File: src/design/cnls_pkg.sv
// ----------------------------------------------------------------------------
// cnls_pkg
// Shared types and codes for the numeric literal scanner.
// ----------------------------------------------------------------------------
package cnls_pkg;

    localparam logic [3:0] K_INT     = 4'd0;
    localparam logic [3:0] K_UINT    = 4'd1;
    localparam logic [3:0] K_LONG    = 4'd2;
    localparam logic [3:0] K_ULONG   = 4'd3;
    localparam logic [3:0] K_LLONG   = 4'd4;
    localparam logic [3:0] K_ULLONG  = 4'd5;
    localparam logic [3:0] K_FLOAT   = 4'd6;
    localparam logic [3:0] K_DOUBLE  = 4'd7;
    localparam logic [3:0] K_LDOUBLE = 4'd8;

    localparam logic [1:0] BASE_OCT = 2'd0;
    localparam logic [1:0] BASE_DEC = 2'd1;
    localparam logic [1:0] BASE_HEX = 2'd2;

    localparam logic [1:0] ERR_NONE    = 2'd0;
    localparam logic [1:0] ERR_NO_HEX  = 2'd1;
    localparam logic [1:0] ERR_NO_EXP  = 2'd2;

    typedef enum logic [11:0] {
        PH_IDLE      = 12'b0000_0000_0001,
        PH_ZERO      = 12'b0000_0000_0010,
        PH_INTDIG    = 12'b0000_0000_0100,
        PH_HEXSTART  = 12'b0000_0000_1000,
        PH_AFTER_U   = 12'b0000_0001_0000,
        PH_AFTER_L   = 12'b0000_0010_0000,
        PH_INTDONE   = 12'b0000_0100_0000,
        PH_FRAC      = 12'b0000_1000_0000,
        PH_EXPMARK   = 12'b0001_0000_0000,
        PH_EXPSIGNED = 12'b0010_0000_0000,
        PH_EXPDIG    = 12'b0100_0000_0000,
        PH_FLTDONE   = 12'b1000_0000_0000
    } phase_t;

    // classified character, front to back
    typedef struct packed {
        logic       begins;
        logic       is_dec;
        logic       is_hexlet;
        logic [3:0] nib;
        logic       is_zero;
        logic       is_x;
        logic       is_dot;
        logic       is_e;
        logic       is_u;
        logic       is_l;
        logic       is_f;
        logic       is_sign;
    } cls_t;

    typedef struct packed {
        logic [3:0]  kind;
        logic [31:0] value;
        logic        too_big;
        logic [1:0]  error_code;
        logic [1:0]  literal_base;
    } res_t;

endpackage

File: src/design/c_numeric_literal_scanner_top.sv
// ----------------------------------------------------------------------------
// c_numeric_literal_scanner_top
// Scans C numeric literals from a byte stream, one result per literal.
// ----------------------------------------------------------------------------
// Input channel: character and begins are written with push while full is
// low; begins marks the first byte of a literal. Result channel: while empty
// is low the oldest result sits on kind/value/too_big/error_code/literal_base
// and is taken with pop.
// A literal ends on the first byte that does not belong to it (or on a new
// begins mark); its result goes into the result queue when the scanner steps
// on that byte: the accepting edge writes the classifier queue, and the scanner
// step that takes the byte from there, which waits while the result queue is full, writes the result queue.
// Throughput is one byte per cycle while the result queue has room, set by
// the scanner step (one shift-add on the accumulator and a phase update).
// Both sides hold two items. When the receiver stalls, the scanner stops once
// the result queue is full, then the input queue fills and full rises.
// Reset clears both queues and returns the scanner to idle; no result is
// pending afterwards.
// ----------------------------------------------------------------------------
module c_numeric_literal_scanner_top
    import cnls_pkg::*;
#(
    parameter int VALUE_BITS = 32
)
(
    input  logic        clk,
    input  logic        rst_n,
    input  logic        push,
    output logic        full,
    input  logic [7:0]  character,
    input  logic        begins,
    output logic        empty,
    input  logic        pop,
    output logic [3:0]  kind,
    output logic [31:0] value,
    output logic        too_big,
    output logic [1:0]  error_code,
    output logic [1:0]  literal_base
);

    logic q_valid;
    logic q_pop;
    cls_t q_item;

    cnls_front u_front
    (
        .clk       (clk),
        .rst_n     (rst_n),
        .character (character),
        .begins    (begins),
        .push      (push),
        .full      (full),
        .q_valid   (q_valid),
        .q_item    (q_item),
        .q_pop     (q_pop)
    );

    cnls_back #(
        .VALUE_BITS (VALUE_BITS)
    ) u_back
    (
        .clk          (clk),
        .rst_n        (rst_n),
        .q_valid      (q_valid),
        .q_item       (q_item),
        .q_pop        (q_pop),
        .empty        (empty),
        .pop          (pop),
        .kind         (kind),
        .value        (value),
        .too_big      (too_big),
        .error_code   (error_code),
        .literal_base (literal_base)
    );

endmodule

File: src/design/cnls_front.sv
// ----------------------------------------------------------------------------
// cnls_front
// Accepts characters, classifies them and holds them in a two-item queue.
// ----------------------------------------------------------------------------
module cnls_front
    import cnls_pkg::*;
(
    input  logic       clk,
    input  logic       rst_n,
    input  logic [7:0] character,
    input  logic       begins,
    input  logic       push,
    output logic       full,
    output logic       q_valid,
    output cls_t       q_item,
    input  logic       q_pop
);

    cls_t       cls;
    cls_t       mem_reg [2];
    logic       wr_ptr_reg, wr_ptr_next;
    logic       rd_ptr_reg, rd_ptr_next;
    logic [1:0] count_reg, count_next;
    logic       do_push, do_pop;

    always_comb
    begin
        cls.begins    = begins;
        cls.is_dec    = (character >= 8'h30) && (character <= 8'h39);
        cls.is_hexlet = ((character >= 8'h61) && (character <= 8'h66)) ||
                        ((character >= 8'h41) && (character <= 8'h46));
        cls.nib       = cls.is_dec ? character[3:0] : character[3:0] + 4'd9;
        cls.is_zero   = (character == 8'h30);
        cls.is_x      = (character == 8'h78) || (character == 8'h58);
        cls.is_dot    = (character == 8'h2e);
        cls.is_e      = (character == 8'h65) || (character == 8'h45);
        cls.is_u      = (character == 8'h75) || (character == 8'h55);
        cls.is_l      = (character == 8'h6c) || (character == 8'h4c);
        cls.is_f      = (character == 8'h66) || (character == 8'h46);
        cls.is_sign   = (character == 8'h2b) || (character == 8'h2d);
    end

    assign full    = (count_reg == 2'd2);
    assign q_valid = (count_reg != 2'd0);
    assign q_item  = mem_reg[rd_ptr_reg];
    assign do_push = push && !full;
    assign do_pop  = q_pop && q_valid;

    always_comb
    begin
        wr_ptr_next = do_push ? ~wr_ptr_reg : wr_ptr_reg;
        rd_ptr_next = do_pop ? ~rd_ptr_reg : rd_ptr_reg;
        count_next  = count_reg + {1'b0, do_push} - {1'b0, do_pop};
    end

    always_ff @(posedge clk or negedge rst_n)
    begin
        if (!rst_n)
        begin
            wr_ptr_reg <= 1'b0;
            rd_ptr_reg <= 1'b0;
            count_reg  <= 2'd0;
        end
        else
        begin
            wr_ptr_reg <= wr_ptr_next;
            rd_ptr_reg <= rd_ptr_next;
            count_reg  <= count_next;
        end
    end

    always_ff @(posedge clk)
    begin
        if (do_push)
        begin
            mem_reg[wr_ptr_reg] <= cls;
        end
    end

endmodule

File: src/design/cnls_back.sv
// ----------------------------------------------------------------------------
// cnls_back
// Literal state machine and accumulator; results go to a two-item queue.
// ----------------------------------------------------------------------------
module cnls_back
    import cnls_pkg::*;
#(
    parameter int VALUE_BITS = 32
)
(
    input  logic        clk,
    input  logic        rst_n,
    input  logic        q_valid,
    input  cls_t        q_item,
    output logic        q_pop,
    output logic        empty,
    input  logic        pop,
    output logic [3:0]  kind,
    output logic [31:0] value,
    output logic        too_big,
    output logic [1:0]  error_code,
    output logic [1:0]  literal_base
);

    localparam int W = VALUE_BITS;

    phase_t         phase_reg, phase_next;
    logic [W-1:0]   acc_reg, acc_next;
    logic           ovf_reg, ovf_next;
    logic [1:0]     base_reg, base_next;
    logic [3:0]     kind_reg, kind_next;
    logic [1:0]     err_reg, err_next;

    phase_t         ph_a;
    logic [W-1:0]   acc_a;
    logic           ovf_a;
    logic [1:0]     base_a;
    logic [3:0]     kind_a;
    logic [1:0]     err_a;
    logic           keep;

    cls_t           c;
    logic           digit_ok;
    logic [W+3:0]   prod;
    logic [W+3:0]   sum;
    logic [W-1:0]   acc_step;
    logic           ovf_step;

    logic           step, active, emit;
    logic [3:0]     ek;
    logic [W-1:0]   eacc;
    logic           eovf;
    logic [1:0]     eerr, ebase;
    logic [W+31:0]  eacc_ext;
    res_t           res;

    res_t           mem_reg [2];
    logic           wr_ptr_reg, rd_ptr_reg;
    logic [1:0]     count_reg, count_next;
    logic           out_full, do_push, do_pop;

    assign c = q_item;

    always_comb
    begin
        unique case (base_reg)
            BASE_OCT: digit_ok = c.is_dec && !c.nib[3];
            BASE_DEC: digit_ok = c.is_dec;
            BASE_HEX: digit_ok = c.is_dec || c.is_hexlet;
            default:  digit_ok = 1'b0;
        endcase
    end

    always_comb
    begin
        unique case (base_reg)
            BASE_OCT: prod = {1'b0, acc_reg, 3'b000};
            BASE_HEX: prod = {acc_reg, 4'b0000};
            default:  prod = {1'b0, acc_reg, 3'b000} + {3'b000, acc_reg, 1'b0};
        endcase
        sum      = prod + {{W{1'b0}}, c.nib};
        acc_step = sum[W-1:0];
        ovf_step = ovf_reg || (|sum[W+3:W]);
    end

    // advance the open literal by one character
    always_comb
    begin
        ph_a   = phase_reg;
        acc_a  = acc_reg;
        ovf_a  = ovf_reg;
        base_a = base_reg;
        kind_a = kind_reg;
        err_a  = err_reg;
        keep   = 1'b0;
        unique case (phase_reg)
            PH_ZERO, PH_INTDIG:
            begin
                if ((phase_reg == PH_ZERO) && c.is_x)
                begin
                    base_a = BASE_HEX;
                    ph_a   = PH_HEXSTART;
                    keep   = 1'b1;
                end
                else
                begin
                    ph_a = PH_INTDIG;
                    priority if (digit_ok)
                    begin
                        acc_a = acc_step;
                        ovf_a = ovf_step;
                        keep  = 1'b1;
                    end
                    else if ((base_reg != BASE_HEX) && c.is_dot)
                    begin
                        kind_a = K_DOUBLE;
                        ph_a   = PH_FRAC;
                        keep   = 1'b1;
                    end
                    else if ((base_reg != BASE_HEX) && c.is_e)
                    begin
                        kind_a = K_DOUBLE;
                        ph_a   = PH_EXPMARK;
                        keep   = 1'b1;
                    end
                    else if (c.is_u)
                    begin
                        kind_a = K_UINT;
                        ph_a   = PH_AFTER_U;
                        keep   = 1'b1;
                    end
                    else if (c.is_l)
                    begin
                        kind_a = K_LONG;
                        ph_a   = PH_AFTER_L;
                        keep   = 1'b1;
                    end
                    else
                    begin
                        keep = 1'b0;
                    end
                end
            end
            PH_HEXSTART:
            begin
                if (digit_ok)
                begin
                    acc_a = acc_step;
                    ovf_a = ovf_step;
                    ph_a  = PH_INTDIG;
                    keep  = 1'b1;
                end
                else
                begin
                    err_a  = ERR_NO_HEX;
                    acc_a  = '0;
                    ovf_a  = 1'b0;
                    kind_a = K_INT;
                end
            end
            PH_AFTER_U:
            begin
                if (c.is_l)
                begin
                    kind_a = K_ULONG;
                    ph_a   = PH_AFTER_L;
                    keep   = 1'b1;
                end
            end
            PH_AFTER_L:
            begin
                if (c.is_l)
                begin
                    kind_a = (kind_reg == K_ULONG) ? K_ULLONG : K_LLONG;
                    ph_a   = PH_INTDONE;
                    keep   = 1'b1;
                end
            end
            PH_FRAC, PH_EXPMARK, PH_EXPSIGNED, PH_EXPDIG:
            begin
                priority if ((phase_reg == PH_FRAC || phase_reg == PH_EXPDIG) && c.is_dec)
                begin
                    keep = 1'b1;
                end
                else if ((phase_reg == PH_FRAC) && c.is_e)
                begin
                    ph_a = PH_EXPMARK;
                    keep = 1'b1;
                end
                else if ((phase_reg == PH_EXPMARK) && c.is_sign)
                begin
                    ph_a = PH_EXPSIGNED;
                    keep = 1'b1;
                end
                else if ((phase_reg == PH_EXPMARK || phase_reg == PH_EXPSIGNED) && c.is_dec)
                begin
                    ph_a = PH_EXPDIG;
                    keep = 1'b1;
                end
                else
                begin
                    if (phase_reg == PH_EXPMARK || phase_reg == PH_EXPSIGNED)
                    begin
                        err_a = ERR_NO_EXP;
                    end
                    if (c.is_f)
                    begin
                        kind_a = K_FLOAT;
                        ph_a   = PH_FLTDONE;
                        keep   = 1'b1;
                    end
                    else if (c.is_l)
                    begin
                        kind_a = K_LDOUBLE;
                        ph_a   = PH_FLTDONE;
                        keep   = 1'b1;
                    end
                end
            end
            default:
            begin
                keep = 1'b0;
            end
        endcase
    end

    assign out_full = (count_reg == 2'd2);
    assign step     = q_valid && !out_full;
    assign q_pop    = step;
    assign active   = (phase_reg != PH_IDLE);
    assign emit     = active && (c.begins || !keep);

    always_comb
    begin
        ek    = c.begins ? kind_reg : kind_a;
        eacc  = c.begins ? acc_reg  : acc_a;
        eovf  = c.begins ? ovf_reg  : ovf_a;
        eerr  = c.begins ? err_reg  : err_a;
        ebase = c.begins ? base_reg : base_a;
        eacc_ext         = {32'd0, eacc};
        res.kind         = ek;
        res.value        = (ek >= K_FLOAT) ? 32'd0 : eacc_ext[31:0];
        res.too_big      = (ek >= K_FLOAT) ? 1'b0 : eovf;
        res.error_code   = eerr;
        res.literal_base = ebase;
    end

    // next state, with the start of a new literal on a marked character
    always_comb
    begin
        phase_next = phase_reg;
        acc_next   = acc_reg;
        ovf_next   = ovf_reg;
        base_next  = base_reg;
        kind_next  = kind_reg;
        err_next   = err_reg;
        if (c.begins)
        begin
            acc_next  = '0;
            ovf_next  = 1'b0;
            err_next  = ERR_NONE;
            kind_next = K_INT;
            base_next = BASE_DEC;
            phase_next = PH_IDLE;
            priority if (c.is_zero)
            begin
                base_next  = BASE_OCT;
                phase_next = PH_ZERO;
            end
            else if (c.is_dec)
            begin
                acc_next   = {{(W-4){1'b0}}, c.nib};
                phase_next = PH_INTDIG;
            end
            else if (c.is_dot)
            begin
                kind_next  = K_DOUBLE;
                phase_next = PH_FRAC;
            end
            else
            begin
                phase_next = PH_IDLE;
            end
        end
        else if (active)
        begin
            phase_next = keep ? ph_a : PH_IDLE;
            acc_next   = acc_a;
            ovf_next   = ovf_a;
            base_next  = base_a;
            kind_next  = kind_a;
            err_next   = err_a;
        end
    end

    always_ff @(posedge clk or negedge rst_n)
    begin
        if (!rst_n)
        begin
            phase_reg <= PH_IDLE;
            acc_reg   <= '0;
            ovf_reg   <= 1'b0;
            base_reg  <= BASE_DEC;
            kind_reg  <= K_INT;
            err_reg   <= ERR_NONE;
        end
        else if (step)
        begin
            phase_reg <= phase_next;
            acc_reg   <= acc_next;
            ovf_reg   <= ovf_next;
            base_reg  <= base_next;
            kind_reg  <= kind_next;
            err_reg   <= err_next;
        end
    end

    // result queue
    assign do_push = step && emit;
    assign do_pop  = pop && !empty;
    assign empty   = (count_reg == 2'd0);

    always_comb
    begin
        count_next = count_reg + {1'b0, do_push} - {1'b0, do_pop};
    end

    always_ff @(posedge clk or negedge rst_n)
    begin
        if (!rst_n)
        begin
            wr_ptr_reg <= 1'b0;
            rd_ptr_reg <= 1'b0;
            count_reg  <= 2'd0;
        end
        else
        begin
            if (do_push)
            begin
                wr_ptr_reg <= ~wr_ptr_reg;
            end
            if (do_pop)
            begin
                rd_ptr_reg <= ~rd_ptr_reg;
            end
            count_reg <= count_next;
        end
    end

    always_ff @(posedge clk)
    begin
        if (do_push)
        begin
            mem_reg[wr_ptr_reg] <= res;
        end
    end

    assign kind         = mem_reg[rd_ptr_reg].kind;
    assign value        = mem_reg[rd_ptr_reg].value;
    assign too_big      = mem_reg[rd_ptr_reg].too_big;
    assign error_code   = mem_reg[rd_ptr_reg].error_code;
    assign literal_base = mem_reg[rd_ptr_reg].literal_base;

endmodule

File: config.mk
export PLATFORM = sky130hd
export DESIGN_NAME = c_numeric_literal_scanner_top
export DESIGN_NICKNAME = d
export VERILOG_FILES = /design/src/design/cnls_pkg.sv /design/src/design/c_numeric_literal_scanner_top.sv /design/src/design/cnls_front.sv /design/src/design/cnls_back.sv
export SDC_FILE = /design/constraint.sdc
export NUM_CORES = 1
export LEC_CHECK = 0
export BUFFER_PORTS_ARGS = -buffer_cell sky130_fd_sc_hd__buf_2
export CAP_MARGIN = 25
export CORE_UTILIZATION = 50
export DETAILED_ROUTE_END_ITERATION = 6
export GPL_ROUTABILITY_DRIVEN = 0
export PLACE_DENSITY = 0.68
export SLEW_MARGIN = 20
export SYNTH_ARGS = -nofsm -noshare
export SYNTH_HDL_FRONTEND = slang
export SYNTH_SLANG_ARGS = --single-unit
File: constraint.sdc
create_clock -name clk -period 5.8 [get_ports clk]
set_input_delay 0.58 -clock clk [delete_from_list [all_inputs] [get_ports clk]]
set_output_delay 0.58 -clock clk [all_outputs]
set_load 0.02 [all_outputs]
==> results of run 1 <==
critical path, cell delays in order, from the launching register on:
cell and delay [ns]:
dfrtp_1 0.46, ha_1 0.28, fa_1 0.44, a21o_1 0.20
a21o_1 0.17, a221oi_1 0.57, and4b_1 0.40, nand2_1 0.08
nor2_1 0.32, nand3_1 0.33, nor4b_1 0.48, xnor2_1 0.15
a22oi_1 0.16, nor2_1 0.09
worst paths after layout:
kind / from / end / cells past startpoint
max: u_back.acc_reg[0] / u_back.mem_reg[0][34] / 13
min: rst_n / u_back.kind_reg[1] / 2
max reg2reg: u_back.acc_reg[0] / u_back.mem_reg[0][34] / 13
min reg2reg: u_back.rd_ptr_reg / u_back.rd_ptr_reg / 1
max in group asynchronous: rst_n / u_back.acc_reg[15] / 2
min in group clk: begins / u_front.mem_reg[0][14] / 1
synthesized netlist by cell type (8+ instances only):
| library cell | instances | area (µm²) |
|---|---|---|
| and2_1 | 14 | 87.6 |
| nand2_1 | 129 | 484 |
| nor2_1 | 108 | 405 |
| dfrtp_1 | 59 | 1480 |
| nand4_1 | 21 | 131 |
| a22oi_1 | 29 | 218 |
| o21a_1 | 11 | 82.6 |
| a32o_1 | 9 | 90.1 |
| mux2_2 | 64 | 721 |
| mux2i_1 | 32 | 320 |
| a21oi_1 | 69 | 345 |
| a211oi_1 | 19 | 143 |
| ha_1 | 41 | 513 |
| o21ai_0 | 57 | 285 |
| xor2_1 | 21 | 184 |
| nand2b_1 | 14 | 87.6 |
| inv_1 | 29 | 109 |
| nand3_1 | 23 | 115 |
| nor3_1 | 20 | 100 |
| buf_2 | 17 | 85.1 |
| xnor2_1 | 26 | 228 |
| a31oi_1 | 11 | 68.8 |
| a21o_1 | 16 | 120 |
| or3_1 | 8 | 50.1 |
| nor2b_1 | 11 | 68.8 |
| and3_1 | 11 | 68.8 |
| a22o_1 | 16 | 140 |
| clkbuf_1 | 41 | 154 |
| edfxtp_1 | 112 | 3360 |
area by class of cell:
type / count / area share (%)
multi-input combinational: 930 / 50.4
tap: 313 / 3.06
clock buffer: 18 / 3.36
clock inverter: 14 / 0.968
sequential: 173 / 38.3
timing repair buffer: 68 / 3.07
inverter: 30 / 0.880
cells by family (layout without fill, tap and decap cells):
group | after synthesis | count (layout)
XOR/XNOR | 47 | 47
buffers and inverters | 99 | 130
AO/OA/AOI/OAI | 331 | 331
AND/OR/NAND/NOR | 412 | 412
adder cells (fa/ha/maj) | 43 | 43
flip-flops | 173 | 173
multiplexers | 97 | 97
stage by stage:
| step | cell area [µm²] | hold WS [ns] | setup WS (ns) |
|---|---|---|---|
| after floorplan | 11700 | 0.284 | 1.21 |
| after global placement | 12200 | 0.458 | 1.56 |
| after detailed placement | 12200 | 0.464 | 1.51 |
| after CTS | 12800 | 0.322 | 1.49 |
| after global routing | 12800 | 0.325 | 1.24 |
| final | 12800 | 0.317 | 1.41 |
routing by layer:
| metal | vias to the layer above | track usage [%] | wire length (µm) |
|---|---|---|---|
| li1 | 4596 | - | - |
| met1 | 4721 | 39.7 | 15000 |
| met2 | 377 | 36.9 | 12900 |
| met3 | 20 | 3.31 | 2080 |
| met4 | 0 | 5.47 | 250 |
| met5 | - | 0 | 0 |
power breakdown:
part,total [W],internal (W),switching (W)
clock,0.00109,0.000566,0.000522
sequential,0.00214,0.00190,0.000236
combinational,0.00302,0.00104,0.00197
total,0.00624,0.00351,0.00273
==> impl_metrics.csv, run 1 <==
group,metric,value,unit
status,outcome,"complete, no violations",
global_routing,grt_pass1_wl,47700,µm
worst_setup_path,crit_path_end_kind,"flip-flop",
global_routing,antenna_found_initial,0,
sta,rsz0062_at_grt,"false",
worst_setup_path,crit_required,5.96,ns
worst_setup_path,worstPathArrival,4.55,ns
place,port_buffers,55,
cts,clock-sinks,173,
floorplanning,core,22800,µm²
detailed_routing,drt-total-wl,30100,µm
sta,finalSetupViolCount,0,
cts,root_buffer,"clkbuf_16",
floorplanning,die_area,24100,µm²
cts,post-cts-setup-buffers,0,
layout,layout_commonest_cell,"nand2_1",
detailed_routing,drt_iter0_markers,1091,
global_routing,track_usage,25.3,%
yosys,synth_mux_area_share,8.98,%
floorplanning,die_y,155,µm
power_and_ir_drop,irDropWorstVdd,300,µV
layout,area_growth,9.10,%
worst_setup_path,reg2reg_slack,1.41,ns
layout,most-common-layout-cells,"129 x nand2_1, 112 x edfxtp_1, 108 x nor2_1",
worst_setup_path,critPathLaunchType,"flip-flop",
yosys,synth-simple-area-share,17.9,%
sta,hold_viol,0,
hold_path,min_path_type,"in -> async",
flow_run,maxCapViolCount,0,
cts,numCtsBuffers,17,
power_and_ir_drop,finalPower,0.00624,W
sta,fin_skew,0.0142,ns
yosys,netlist_area,11700,µm²
layout,multi_input_area,6450,µm²
worst_setup_path,worstPathMaxFanout,8,
floorplanning,io_pins,56,
cts,clockBufferDepth,2,
yosys,synth_ff_type,"edfxtp_1",
floorplanning,rows,55,
cts,cts_tree,"yes",
yosys,synth_top_family_by_area,"compound AO/OA/AOI/OAI gates",
yosys,synthXorXnorAreaFrac,3.51,%
place,dp_hpwl,22000,µm
yosys,yosysSeqAreaShare,41.7,%
detailed_routing,via_count,9714,
yosys,synthArstFlopShare,35.3,%
global_routing,grt_max_degree,62,
layout,seqCellArea,4890,µm²
global_routing,grt_pass1_vias,8856,
cts,cts-htree-levels,4,
cts,cts_resized,0,
yosys,ys_ff_latch,173,
cts,clk_pin_slew,0.07,ns
yosys,synth_cell_types,90,
power_and_ir_drop,cellPowerDensity,488,nW/µm²
sta,setup_tns,0,ns
yosys,synthCells,1202,
floorplanning,start_util,51.3,%
detailed_routing,wl_per_cell,19.5,µm
layout,largest_reg_flops,82,
global_routing,grt_overflow_total,0,
sta,fmax,228,MHz
layout,diodes,0,
yosys,synth.net_count,1258,
yosys,synth_edf_count,112,
layout,drive_gt1_share,16.2,%
layout,nets,1276,
place,dp.cells,1514,
sta,worstMarginPinSlew,1.00,ns
worst_setup_path,critPathKind,"reg -> reg",
layout,instances_no_fill,1546,
yosys,synth-adder-area-share,4.72,%
cts,clock_latency,0.43,ns
layout,fillers,2020,
detailed_routing,ant_nets,0,
detailed_routing,drc_errors,0,
sta,post-route-min-period,4.39,ns
layout,postLayoutCoreUtil,56.0,%
sta,drv_slew,0,
cts,hold_buffers,0,
yosys,synth_area_per_cell,9.75,µm²
sta,fin_crit_sh,75.7,%
floorplanning,die_w,155,µm
sta,slew_headroom,33.3,%
power_and_ir_drop,p_leak,4.89,nW
detailed_routing,viasPerCell,6.28,
yosys,synth_warnings,0,
detailed_routing,dr.pass1.iters,6,
yosys,synth_compound_area_share,19.6,%
(Power assumes the default switching activity.)
==> inputs of run 2 (changes only) <==
- PLACE_DENSITY: 0.68 -> 0.71
- clock period: 5.8 -> 3.7 ns (I/O delays scaled with it)
==> run 2 against run 1 <==
  * The run now ends with setup timing left
  * Combinational power grew 89%
  * Power increased by 77%
  * Clock power rose by 81%
  * Maximum frequency is 13% higher
  * Critical path depth increased by 1
  * Sequential share of layout area fell by 6.0 points
  * Register-to-register slack worse by 1.6 ns
  * Non-clock buffer count rose by 204
  * First-iteration DRC count is 9.3% higher
  * Clock skew grew 0.0040 ns
  * Sequential power is 57% higher
  * Flip-flop and latch count stayed put
  * Highest routed layer unchanged
==> impl_metrics.csv, run 2 (synthesized netlist as in run 1, its figures left out) <==
group,metric,value,unit
detailed_routing,viasPerCell,6.37,
sta,slew_headroom,41.9,%
power_and_ir_drop,finalPower,0.0110,W
cts,cts-htree-levels,4,
cts,clockBufferDepth,2,
detailed_routing,via_count,11100,
layout,layout_commonest_cell,"buf_4",
cts,clock_latency,0.46,ns
floorplanning,rows,55,
detailed_routing,drc_errors,0,
place,port_buffers,55,
worst_setup_path,worstSetupStartpoint,"u_back.acc_reg[10]",
status,outcome,"finished, violations left",
place,dp_hpwl,26000,µm
sta,worstMarginPinSlew,0.865,ns
detailed_routing,dr.pass1.iters,6,
layout,most-common-layout-cells,"204 x buf_4, 127 x nand2_1, 112 x edfxtp_1",
cts,numCtsBuffers,17,
place,place_area,13700,µm²
sta,fin_crit_sh,105,%
layout,fin_area,15200,µm²
detailed_routing,drt_iter0_markers,1193,
layout,area_growth,29.7,%
layout,largest_reg_flops,82,
layout,diodes,0,
worst_setup_path,worstPathArrival,4.14,ns
worst_setup_path,critPathLaunchType,"flip-flop",
place,dpl_worst_slack,-0.301,ns
global_routing,grt_max_degree,35,
cts,clock-sinks,173,
hold_path,min_path_type,"in -> async",
worst_setup_path,critPathKind,"reg -> reg",
layout,fillers,1729,
sta,finalSetupViolCount,11,
power_and_ir_drop,p_leak,6.07,nW
floorplanning,start_util,51.3,%
sta,hold_viol,0,
status,violations,"setup timing",
cts,cts_tree,"yes",
detailed_routing,drt-total-wl,37200,µm
power_and_ir_drop,cellPowerDensity,725,nW/µm²
floorplanning,core,22800,µm²
detailed_routing,wl_per_cell,21.2,µm
global_routing,antenna_found_initial,0,
floorplanning,die_area,24100,µm²
worst_setup_path,reg2reg_from,"u_back.acc_reg[10]",
floorplanning,io_pins,56,
cts,root_buffer,"clkbuf_16",
global_routing,grt_overflow_total,0,
worst_setup_path,crit_required,3.97,ns
sta,fmax,258,MHz
worst_setup_path,crit_path_end_kind,"flip-flop",
flow_run,maxCapViolCount,0,
floorplanning,die_w,155,µm
sta,rsz0062_at_grt,"true",
detailed_routing,ant_nets,0,
layout,postLayoutCoreUtil,66.5,%
cts,clk_pin_slew,0.08,ns
worst_setup_path,worstPathMaxFanout,6,
global_routing,track_usage,30.3,%
sta,post-route-min-period,3.87,ns
sta,drv_slew,0,
power_and_ir_drop,irDropWorstVdd,593,µV
layout,drive_gt1_share,35.1,%
global_routing,grt_pass1_wl,56200,µm
cts,hold_buffers,0,
sta,fin_skew,0.0182,ns
floorplanning,die_y,155,µm
worst_setup_path,reg2reg_slack,-0.17,ns
global_routing,grt_pass1_vias,10500,
layout,nets,1480,
sta,fin_ws,-0.170,ns
## run 2: layout make-up
cell class	count	area, µm²	share of cell area [%]
clock inverter	15	215	1.42
sequential	173	4900	32.3
inverter	30	113	0.741
tap	313	392	2.58
timing repair buffer	272	2020	13.3
clock buffer	17	425	2.80
multi-input combinational	930	7130	46.9
## run 2: per-stage QoR
stage	std cells	TNS, ns	hold slack, ns
global placement	1698	-1.11	0.470
CTS	1738	-0.312	0.0486
global route	1750	-2.52	0.0729
floorplan	1202	-0.206	0.0744
finish	1750	-0.775	0.0150
detailed placement	1699	-4.10	0.476
## run 2: final timing paths
| check | end | cells after the start |
|---|---|---|
| max in group asynchronous | u_back.acc_reg[11] | 2 |
| setup / recovery | u_back.mem_reg[1][4] | 14 |
| hold reg to reg | u_back.err_reg[0] | 2 |
| setup reg to reg | u_back.mem_reg[1][4] | 14 |
| hold / removal | u_back.count_reg[1] | 1 |
| min in group clk | u_front.mem_reg[1][14] | 1 |
## run 2: repair_timing
| item | CTS | global route |
|---|---|---|
| setup buffers | 7 | 15 |
| resized for setup | 33 | 91 |
| pin swaps | 14 | 49 |
| endpoints found under the hold margin | 0 | 0 |
| endpoints found under the setup margin | 31 | 104 |
## run 2: critical path, stage by stage (launching register included)
cell and delay [ns]:
dfrtp_2 0.47, ha_4 0.26, a21oi_2 0.21, buf_4 0.16
o21ai_0 0.18, a32oi_1 0.45, a21oi_1 0.18, a311o_1 0.33
nor2_4 0.16, nand4b_1 0.13, buf_6 0.17, nor3b_1 0.29
nand3_1 0.20, mux2i_4 0.25, a211oi_2 0.25
## run 2: metal layers
layer  routed length (µm)  GRT usage, %
met3                 3290          4.43
met5                    0             0
met1                15200          41.0
met4                 1380          10.8
met2                17300          49.4
## run 2: power by group
part           switching (W)  internal [W]
logic                0.00353       0.00218
registers           0.000371       0.00298
clock network       0.000971      0.000995
==> inputs of run 3 (changes only) <==
- REMOVE_ABC_BUFFERS: unset -> 1
==> run 3 against run 2 <==
  * The run still ends with setup timing left
  * Clock power is 7% lower
  * Die area stayed put
  * Routed wire length is 2.8% lower
  * Critical endpoint unchanged
==> impl_metrics.csv, run 3 (synthesized netlist as in run 1, its figures left out) <==
group,metric,value,unit
worst_setup_path,reg2reg_from,"u_back.acc_reg[0]",
worst_setup_path,worstPathMaxFanout,6,
place,dp_hpwl,25400,µm
status,outcome,"finished, violations left",
detailed_routing,viasPerCell,6.29,
layout,most-common-layout-cells,"195 x buf_4, 128 x nand2_1, 112 x edfxtp_1",
detailed_routing,wl_per_cell,20.8,µm
layout,drive_gt1_share,32.4,%
layout,area_growth,26.2,%
sta,post-route-min-period,3.87,ns
global_routing,grt_max_degree,43,
power_and_ir_drop,irDropWorstVdd,842,µV
worst_setup_path,cp-endpoint,"u_back.mem_reg[1][4]",
sta,drv_slew,0,
layout,layout_commonest_cell,"buf_4",
place,place_area,13500,µm²
sta,finalSetupViolCount,11,
worst_setup_path,crit_path_end_kind,"flip-flop",
power_and_ir_drop,p_leak,5.93,nW
global_routing,grt_overflow_total,0,
global_routing,antenna_found_initial,1,
sta,fin_crit_sh,105,%
layout,nets,1465,
cts,clock-sinks,173,
flow_run,maxCapViolCount,0,
power_and_ir_drop,cellPowerDensity,727,nW/µm²
floorplanning,die_area,24100,µm²
global_routing,grt_pass1_wl,55500,µm
sta,worstMarginPinSlew,0.999,ns
cts,root_buffer,"clkbuf_16",
place,port_buffers,55,
worst_setup_path,crit_required,3.87,ns
sta,fin_skew,0.0155,ns
floorplanning,rows,55,
layout,largest_reg_flops,82,
power_and_ir_drop,finalPower,0.0108,W
global_routing,grt_pass1_vias,10500,
worst_setup_path,worstSetupStartpoint,"u_back.acc_reg[0]",
worst_setup_path,reg2reg_slack,-0.17,ns
floorplanning,die_y,155,µm
detailed_routing,drt-total-wl,36100,µm
cts,cts_tree,"yes",
status,violations,"setup timing",
layout,fin_area,14800,µm²
worst_setup_path,reg2regPathDepth,15,
detailed_routing,ant_nets,0,
layout,fillers,1822,
detailed_routing,drt_iter0_markers,1304,
sta,fmax,258,MHz
worst_setup_path,worstPathArrival,4.04,ns
sta,rsz0062_at_grt,"true",
floorplanning,io_pins,56,
place,dpl_worst_slack,-0.208,ns
sta,fin_ws,-0.170,ns
layout,diodes,0,
global_routing,track_usage,29.8,%
layout,instances_no_fill,1735,
hold_path,min_path_type,"in -> reg",
cts,clockBufferDepth,2,
place,dp.cells,1683,
cts,cts-htree-levels,4,
worst_setup_path,critPathKind,"reg -> reg",
worst_setup_path,critPathLaunchType,"flip-flop",
floorplanning,core,22800,µm²
sta,slew_headroom,32.9,%
detailed_routing,via_count,10900,
cts,numCtsBuffers,17,
detailed_routing,drc_errors,0,
worst_setup_path,reg2reg_to,"u_back.mem_reg[1][4]",
floorplanning,die_w,155,µm
floorplanning,start_util,51.3,%
detailed_routing,dr.pass1.iters,6,
cts,clk_pin_slew,0.07,ns
cts,clock_latency,0.44,ns
sta,hold_viol,0,
-- run 3: cell count changes in the layout (fill, tap and decap cells not counted), moves of 3 or more --
| cell | delta |
|---|---|
| buf_4 | -9 |
| clkinv_8 | -6 |
| a211oi_1 | +5 |
| buf_6 | -4 |
| ha_4 | -4 |
| a211oi_2 | -3 |
| clkinvlp_4 | +3 |
| ha_2 | +3 |
-- run 3: layer usage --
metal	up-vias	global-route usage [%]	routed length [µm]
li1	4956	-	-
met1	5317	39.4	15200
met2	542	48.2	16800
met3	98	6.80	3120
met4	0	9.85	1030
met5	-	0	0
-- run 3: layout make-up --
type                       instances  area, µm²  share of cell area, %
multi-input combinational        930       6940                   46.9
sequential                       173       4900                   33.2
timing repair buffer             257       1850                   12.5
clock buffer                      20        457                   3.09
tap                              313        392                   2.65
clock inverter                    12        135                  0.914
inverter                          30        113                  0.761
-- run 3: power by group --
group	total [W]	internal, W	switching (W)
Clock	0.00184	0.00104	0.000802
Sequential	0.00331	0.00298	0.000329
Combinational	0.00561	0.00212	0.00349
Total	0.0108	0.00613	0.00462
-- run 3: per-stage QoR --
stage | hold WS [ns] | utilization, % | setup TNS, ns
floorplan | 0.0744 | - | -170.52
global placement | 0.287 | 59.2 | -1.07
detailed placement | 0.289 | 59.2 | -2.69
CTS | 0.133 | 62.9 | -0.248
global route | 0.134 | 64.7 | -8.50
finish | 0.138 | 64.7 | -0.845
-- run 3: critical path, stage by stage, from the launching register on --
cell,delay [ns]
dfrtp_1,0.40
ha_2,0.22
buf_4,0.16
a211oi_4,0.31
buf_4,0.18
o21ai_4,0.08
nor4b_4,0.15
o31ai_1,0.32
a31oi_2,0.19
nor4b_4,0.27
buf_4,0.18
nand3_4,0.09
or4_1,0.54
a21o_1,0.18
mux2i_2,0.21
a211oi_2,0.12
-- run 3: how the worst min path moves through the flow --
stage	slack [ns]	end	cells past startpoint	startpoint
after global routing	0.13	u_front.mem_reg[0][14]	1	begins
after global placement	0.29	u_back.acc_reg[26]	1	rst_n
after detailed placement	0.29	u_back.acc_reg[26]	1	rst_n
final	0.14	u_front.mem_reg[0][14]	1	begins
after CTS	0.13	u_front.mem_reg[0][14]	1	begins
after floorplan	0.07	u_back.acc_reg[0]	0	rst_n
-- run 3: repair_timing --
action,4_1_cts,5_1_grt
hold endpoints to repair,9,0
pin swaps,24,30
setup endpoints to repair,32,127
gates resized for setup,35,65
setup buffers,10,9
hold buffers,1,0
